[src/hdl/bia_pkg.sv]
// shared types, codes and a helper function of the bitmap id allocator
`timescale 1ns / 1ps
`default_nettype none

package bia_pkg;

  // fixed field and word widths
  localparam int WORD_W  = 32;
  localparam int POS_W   = 5;
  localparam int IDENT_W = 10;

  // command codes
  typedef enum logic {
    CMD_ALLOC = 1'b0,
    CMD_FREE  = 1'b1
  } cmd_t;

  // status codes
  typedef enum logic {
    ST_OK   = 1'b0,
    ST_FAIL = 1'b1
  } status_t;

  localparam logic [WORD_W-1:0] WORD_ALL_ONES = 32'hffff_ffff;

  // position of the lowest clear bit of a word that is not all ones
  function automatic logic [POS_W-1:0] lowest_zero(input logic [WORD_W-1:0] w);
    logic [WORD_W-1:0] v;
    logic [POS_W-1:0]  pos;
    begin
      v   = w;
      pos = '0;
      if (v[15:0] == 16'hffff) begin
        pos[4] = 1'b1;
        v      = v >> 16;
      end
      if (v[7:0] == 8'hff) begin
        pos[3] = 1'b1;
        v      = v >> 8;
      end
      if (v[3:0] == 4'hf) begin
        pos[2] = 1'b1;
        v      = v >> 4;
      end
      if (v[1:0] == 2'h3) begin
        pos[1] = 1'b1;
        v      = v >> 2;
      end
      if (v[0]) begin
        pos[0] = 1'b1;
      end
      return pos;
    end
  endfunction

endpackage

`default_nettype wire

[src/hdl/bitmap_id_allocator_core.sv]
// bitmap id allocator: lowest-free-id allocate and free over a word memory
// result: strobe in the cycle after accept for a full map or out-of-range
// free, else after the memory read, then the modify and write-back state
// requests: a new request is taken only once the last one has left the modify state
// reset: a clearing pass writes every occupancy word to zero with busy high;
// results cannot be stalled by the receiver
`timescale 1ns / 1ps
`default_nettype none

module bitmap_id_allocator_core
  import bia_pkg::*;
#(
  parameter int ID_COUNT = 1024
) (
  input  wire logic               clk,
  input  wire logic               rst_n,
  input  wire logic               start,
  output logic                    busy,
  input  wire logic               in_command,
  input  wire logic [IDENT_W-1:0] in_ident,
  output logic                    out_valid,
  output logic                    out_status,
  output logic      [IDENT_W-1:0] out_granted
);

  localparam int WORDS = (ID_COUNT + WORD_W - 1) / WORD_W;
  localparam int AW    = (WORDS > 1) ? $clog2(WORDS) : 1;
  localparam int IXW   = AW + POS_W;

  typedef enum logic [1:0] {
    S_CLEAR,
    S_IDLE,
    S_MOD
  } state_t;

  state_t             state_r;
  logic [AW-1:0]      clr_cnt_r;
  logic [AW-1:0]      addr_r;
  logic               cmd_r;
  logic [IDENT_W-1:0] ident_r;
  logic               out_valid_r;
  logic               out_status_r;
  logic [IDENT_W-1:0] out_granted_r;

  logic               accept;
  logic [IXW-1:0]     ident_ext;
  logic [AW-1:0]      ident_word;
  logic               ident_in_range;
  logic               any_free;
  logic [AW-1:0]      first_free;
  logic [AW-1:0]      rd_addr;
  logic [WORD_W-1:0]  rd_word;
  logic [POS_W-1:0]   zero_pos;
  logic [IXW-1:0]     alloc_idx;
  logic               alloc_ok;
  logic [WORD_W-1:0]  mod_word;
  logic               mem_we;
  logic [AW-1:0]      mem_waddr;
  logic [WORD_W-1:0]  mem_wdata;
  logic               trk_upd;

  assign accept = start && !busy;
  assign busy   = (state_r != S_IDLE);

  // word of the request identifier and range check
  assign ident_ext      = IXW'(in_ident);
  assign ident_word     = ident_ext[IXW-1:POS_W];
  assign ident_in_range = (32'(in_ident) < 32'(ID_COUNT));

  // read address: first non-full word for allocate, named word for free
  assign rd_addr = (in_command == CMD_FREE) ? ident_word : first_free;

  // modify step on the word read back
  assign zero_pos  = lowest_zero(rd_word);
  assign alloc_idx = {addr_r, zero_pos};
  assign alloc_ok  = (32'(alloc_idx) < 32'(ID_COUNT));

  always_comb begin
    if (cmd_r == CMD_FREE) begin
      mod_word = rd_word & ~(WORD_W'(1) << ident_r[POS_W-1:0]);
    end else begin
      mod_word = rd_word | (WORD_W'(1) << zero_pos);
    end
  end

  // memory write: clearing pass or write-back
  always_comb begin
    mem_we    = 1'b0;
    mem_waddr = addr_r;
    mem_wdata = mod_word;
    trk_upd   = 1'b0;
    unique case (state_r)
      S_CLEAR: begin
        mem_we    = 1'b1;
        mem_waddr = clr_cnt_r;
        mem_wdata = '0;
      end
      S_MOD: begin
        mem_we  = (cmd_r == CMD_FREE) || alloc_ok;
        trk_upd = mem_we;
      end
      default: begin
        mem_we = 1'b0;
      end
    endcase
  end

  bia_occ_mem #(
    .DEPTH (WORDS),
    .AW    (AW)
  ) u_mem (
    .clk   (clk),
    .we    (mem_we),
    .waddr (mem_waddr),
    .wdata (mem_wdata),
    .raddr (rd_addr),
    .rdata (rd_word)
  );

  bia_word_track #(
    .WORDS (WORDS),
    .AW    (AW)
  ) u_track (
    .clk        (clk),
    .rst_n      (rst_n),
    .upd        (trk_upd),
    .upd_addr   (addr_r),
    .upd_full   (mod_word == WORD_ALL_ONES),
    .any_free   (any_free),
    .first_free (first_free)
  );

  // control state and registered results
  always_ff @(posedge clk) begin
    if (!rst_n) begin
      state_r     <= S_CLEAR;
      clr_cnt_r   <= '0;
      out_valid_r <= 1'b0;
    end else begin
      out_valid_r <= 1'b0;
      unique case (state_r)
        S_CLEAR: begin
          clr_cnt_r <= clr_cnt_r + AW'(1);
          if (32'(clr_cnt_r) == 32'(WORDS - 1)) begin
            state_r <= S_IDLE;
          end
        end
        S_IDLE: begin
          if (accept) begin
            cmd_r   <= in_command;
            ident_r <= in_ident;
            addr_r  <= rd_addr;
            if (in_command == CMD_FREE) begin
              if (ident_in_range) begin
                state_r <= S_MOD;
              end else begin
                out_valid_r   <= 1'b1;
                out_status_r  <= ST_FAIL;
                out_granted_r <= in_ident;
              end
            end else begin
              if (any_free) begin
                state_r <= S_MOD;
              end else begin
                out_valid_r   <= 1'b1;
                out_status_r  <= ST_FAIL;
                out_granted_r <= '0;
              end
            end
          end
        end
        S_MOD: begin
          state_r     <= S_IDLE;
          out_valid_r <= 1'b1;
          if (cmd_r == CMD_FREE) begin
            out_status_r  <= ST_OK;
            out_granted_r <= ident_r;
          end else if (alloc_ok) begin
            out_status_r  <= ST_OK;
            out_granted_r <= IDENT_W'(32'(alloc_idx));
          end else begin
            out_status_r  <= ST_FAIL;
            out_granted_r <= '0;
          end
        end
        default: begin
          state_r <= S_IDLE;
        end
      endcase
    end
  end

  assign out_valid   = out_valid_r;
  assign out_status  = out_status_r;
  assign out_granted = out_granted_r;

  // a result only follows an accepted request or a modify cycle
  a_result_source: assert property (@(posedge clk) disable iff (!rst_n)
    out_valid |-> ($past(accept) || $past(state_r == S_MOD)))
    else $error("result without a request");

  // a failed allocate always reports identifier zero
  a_full_zero: assert property (@(posedge clk) disable iff (!rst_n)
    (out_valid && out_status == ST_FAIL && cmd_r == CMD_ALLOC) |-> (out_granted == '0))
    else $error("full allocate with nonzero identifier");

  // memory is only written by the clearing pass or a write-back
  a_write_source: assert property (@(posedge clk) disable iff (!rst_n)
    mem_we |-> (state_r == S_CLEAR || state_r == S_MOD))
    else $error("stray memory write");

  // no request is taken before the clearing pass ends
  a_clear_busy: assert property (@(posedge clk) disable iff (!rst_n)
    (state_r == S_CLEAR) |-> busy)
    else $error("not busy during clearing pass");

endmodule

`default_nettype wire

[src/hdl/bia_occ_mem.sv]
// occupancy word memory, one write and one registered read port
`timescale 1ns / 1ps
`default_nettype none

module bia_occ_mem
  import bia_pkg::*;
#(
  parameter int DEPTH = 32,
  parameter int AW    = 5
) (
  input  wire logic              clk,
  input  wire logic              we,
  input  wire logic [AW-1:0]     waddr,
  input  wire logic [WORD_W-1:0] wdata,
  input  wire logic [AW-1:0]     raddr,
  output logic      [WORD_W-1:0] rdata
);

  logic [WORD_W-1:0] mem [DEPTH];
  logic [WORD_W-1:0] rdata_r;

  // write port
  always_ff @(posedge clk) begin
    if (we) begin
      mem[waddr] <= wdata;
    end
  end

  // read port, registered
  always_ff @(posedge clk) begin
    rdata_r <= mem[raddr];
  end

  assign rdata = rdata_r;

endmodule

`default_nettype wire

[src/hdl/bia_word_track.sv]
// full-word summary register and first non-full word encoder
`timescale 1ns / 1ps
`default_nettype none

module bia_word_track
  import bia_pkg::*;
#(
  parameter int WORDS = 32,
  parameter int AW    = 5
) (
  input  wire logic          clk,
  input  wire logic          rst_n,
  input  wire logic          upd,
  input  wire logic [AW-1:0] upd_addr,
  input  wire logic          upd_full,
  output logic               any_free,
  output logic      [AW-1:0] first_free
);

  logic [WORDS-1:0] full_r;
  logic [WORDS-1:0] full_nxt;

  // one bit per word, set when the word is all ones
  always_comb begin
    full_nxt = full_r;
    if (upd) begin
      full_nxt[upd_addr] = upd_full;
    end
  end

  always_ff @(posedge clk) begin
    if (!rst_n) begin
      full_r <= '0;
    end else begin
      full_r <= full_nxt;
    end
  end

  // lowest word with a clear bit
  always_comb begin
    first_free = '0;
    for (int i = WORDS - 1; i >= 0; i--) begin
      if (!full_r[i]) begin
        first_free = AW'(i);
      end
    end
  end

  assign any_free = ~(&full_r);

endmodule

`default_nettype wire
[config.mk]
export PLATFORM = sky130hd
export DESIGN_NAME = bitmap_id_allocator_core
export DESIGN_NICKNAME = d
export VERILOG_FILES = /design/src/hdl/bia_pkg.sv /design/src/hdl/bitmap_id_allocator_core.sv /design/src/hdl/bia_occ_mem.sv /design/src/hdl/bia_word_track.sv
export SDC_FILE = /design/constraint.sdc
export NUM_CORES = 2
export LEC_CHECK = 0
export ABC_CLOCK_PERIOD_IN_PS = 8000
export BUFFER_PORTS_ARGS = -buffer_cell sky130_fd_sc_hd__buf_4
export CORE_ASPECT_RATIO = 0.7
export CORE_MARGIN = 1.5
export CORE_UTILIZATION = 42
export DETAILED_ROUTE_END_ITERATION = 16
export SETUP_SLACK_MARGIN = 0.02
export SYNTH_ARGS = -nofsm -noshare
export SYNTH_HDL_FRONTEND = slang
export SYNTH_SLANG_ARGS = --single-unit
[constraint.sdc]
create_clock -name clk -period 8 [get_ports clk]
set_input_delay 0.4 -clock clk [delete_from_list [all_inputs] [get_ports clk]]
set_output_delay 0.4 -clock clk [all_outputs]
set_load 0.02 [all_outputs]
==> metrics <==
FMAX=0.179 GHz; Routed Antenna Nets=0; clk sinks=1123; Crit Path Max Fanout=168; Unique masters post-synth=73; Power Internal=10400 uW; H-tree levels=3; largest cells by area after synthesis=edfxtp_1 (69%), mux2i_1 (9.8%), dfxtp_1 (3.1%), mux2_2 (3.1%), nand2_1 (2.3%); P_sw=3810 uW; VDD IR max=268 uV; Setup TNS=0 ns; gr usage total=23.1%; FFs w/ async S/R, synth=0%; number of buffers added for setup after CTS=0; Pre-Repair DR Iteration Count=8; sequential share of power=51.6%; Setup Skew=0.0336 ns; Final period util=69.8%; Final Util=47.9%; die area=0.112 mm^2; switch share=26.8%; global placer's final weighted congestion=0.963; critical path, cell by cell=nand2_1 -> a31o_2 -> a311oi_1 -> o21ai_4 -> a21oi_4 -> inv_8 -> buf_12 -> mux2i_1 -> mux2_2 -> a22o_1 -> nor4_1; CP startpoint kind=register; Pwr Total=14200 uW; Worst slew margin=6.52%; I/O Pins=27; part of the power in combinational logic=13.3%; top-count cell post-synth=edfxtp_1; initial antenna violation count=2; TritonCTS clock tree=done; area leader, netlist=edfxtp_1; post-layout min period=5.58 ns; maxcap violations=0; Die Y-Extent=280 um; Post-Syn Nets=3005; DRC viols=0; Leak=0.0173 uW; starting density of the core=42.4%; fillers=9046; clk root buf=clkbuf_16; Placed Instance Area=0.0484 mm^2; PortBufs=26; Slew Limit Fails=0; Critical Path Max Stage Delay=0.89 ns; Worst-Margin Slew=1.40 ns; core area=0.109 mm^2; Worst Hold Class=primary input to register; cell area after layout=0.0520 mm^2; Power Density=273 mW/mm^2; Synth top area share=68.6%; crit path capture type=register; fin nets=3058; Syn Inst Count=2986; Clock power frac=35.2%; post-synthesis sequential area ratio=71.7%; area grow syn2layout=13.0%; die width=399 um; via/cell ratio=5.96; initial DRC count=3236; Post-synth EDFFs=1051; via count=27300; count of final hold-check violations=0; Syn Std Cell Area=0.0460 mm^2; slowest library cell on the worst path=nor4_1; syn avg cell area=15.4 um^2; ys flop type=edfxtp_1; Synth top cells by count=edfxtp_1 (1051), mux2i_1 (452), nand2_1 (283), mux2_2 (127), nand3_1 (109); Clock Path Buffers=3; Syn. warnings=0; RSZ-0062 raised after global routing=false; FP Rows=101; status=completed; # resized after CTS=0; final setup fails=0; Crit Path Class=register to register; post-DP HPWL=73900 um; vias in the first global route=26200; CTS clk-pin slew, worst paths=0.07 ns; CP Data Required Time=8.52 ns; Worst-Skew Late Latency=0.73 ns; DRT Wirelength=130000 um; Min Hold Slack=0.185 ns; synthesized flop and latch total=1123; critical path arrival=6.10 ns; layout cells sized above 1=15.4%; CTS Buf Count=104; pin count of the biggest net entering global routing=169; GR Overflow Total=0; first-pass GRT wire length=186000 um; routed length per instance=28.4 um
cell families (layout without fill, tap and decap cells):
| logic type | Yosys count | count (layout) | share of synthesized area, % |
|---|---|---|---|
| DFF | 1123 | 1123 | 71.7 |
| and+or+nand+nor | 628 | 628 | 6.30 |
| muxes | 579 | 579 | 12.9 |
| AOI/OAI and AO/OA | 418 | 418 | 6.77 |
| buffers and inverters | 230 | 374 | 2.06 |
| adders and majority gates | 5 | 5 | 0.136 |
| xor gates and xnor gates | 3 | 3 | 0.0571 |
| other | 0 | 1 | 0 |
layout make-up:
type | count | area [um^2] | area share, %
flip-flops and latches | 1123 | 33000 | 63.5
inverters | 61 | 238 | 0.457
clock inverters | 48 | 519 | 0.999
multi-input cells | 1633 | 12500 | 24.1
well taps | 1442 | 1800 | 3.47
diodes | 1 | 2.50 | 0.00482
clock buffers | 149 | 2930 | 5.64
repair buffers | 116 | 936 | 1.80
path summary, 6_finish.rpt:
kind | start | to | slack [ns] | cells past startpoint
setup reg to reg | u_track.full_r[27] | u_mem.rdata[9] | 2.42 | 11
setup / recovery | u_track.full_r[27] | u_mem.rdata[9] | 2.42 | 11
hold / removal | rst_n | u_track.full_r[31] | 0.19 | 3
hold reg to reg | u_track.full_r[0] | u_track.full_r[0] | 0.48 | 2
flip-flops by register name, indices dropped and copies added, names as in the netlist:
signal,count
state_r,2
u_mem.mem,1024
ident_r,10
out_status,1
clr_cnt_r,5
u_mem.rdata,32
out_valid,1
cmd_r,1
u_track.full_r,32
addr_r,5
out_granted,10
worst max-delay path: cells and delay by family, from the launching register on:
| family | cells | cell delay (ns) |
|---|---|---|
| compound gates | 5 | 1.91 |
| buf+inv | 2 | 0.95 |
| flops | 1 | 0.42 |
| mux | 2 | 0.63 |
| simple gates | 2 | 0.98 |
layout by cell type, fill, tap and decap left out, drive strengths merged, types with 8 or more instances in the layout:
cell type | synthesis | final
clkinv | 2 | 38
a311oi | 66 | 66
nor4 | 40 | 40
o22ai | 34 | 34
nor3 | 19 | 19
nand4 | 22 | 22
and3 | 15 | 15
a22o | 64 | 64
o21ai | 58 | 58
inv | 59 | 63
mux2 | 127 | 127
a21oi | 35 | 35
nor2b | 9 | 9
o211ai | 13 | 13
buf | 61 | 105
and2 | 12 | 12
nand3 | 109 | 109
dfxtp | 72 | 72
a41oi | 8 | 8
a211oi | 81 | 81
clkbuf | 108 | 149
nand2 | 283 | 283
dlygate4sd3 | 0 | 11
a31oi | 8 | 8
mux2i | 452 | 452
edfxtp | 1051 | 1051
nand2b | 11 | 11
nor2 | 84 | 84
stage by stage:
step / setup WS [ns] / instances
3_5_place_dp: 2.44 / 4364
5_1_grt: 2.31 / 4572
4_1_cts: 2.65 / 4572
3_3_place_gp: 2.61 / 4364
6_report: 2.42 / 4573
2_1_floorplan: 4.18 / 2986
routing by layer:
| layer | up-vias | wire length [um] | global-route usage [%] | part of all wire (%) |
|---|---|---|---|---|
| met5 | - | 0 | 0 | 0 |
| met4 | 0 | 2710 | 5.32 | 2.1 |
| met3 | 196 | 10400 | 4.78 | 8.0 |
| met2 | 1204 | 55500 | 33.1 | 43 |
| met1 | 14100 | 61200 | 35.9 | 47 |
| li1 | 11800 | - | - | - |
power by group through the flow:
| stage | Sequential [uW] | Clock [uW] | Combinational (uW) |
|---|---|---|---|
| after floorplan | 7340 | 0 | 1010 |
| after global placement | 7430 | 0 | 1830 |
| after detailed placement | 7440 | 0 | 1870 |
| after CTS | 7320 | 5080 | 1880 |
| after global routing | 7340 | 5310 | 2000 |
| final | 7320 | 4990 | 1890 |
repair_timing:
action                     in CTS  in global routing
setup endpoints to repair       0                  0
hold buffers                   11                  0
hold endpoints to repair       11                  0
No activity file was read; power rests on OpenSTA's default activity.
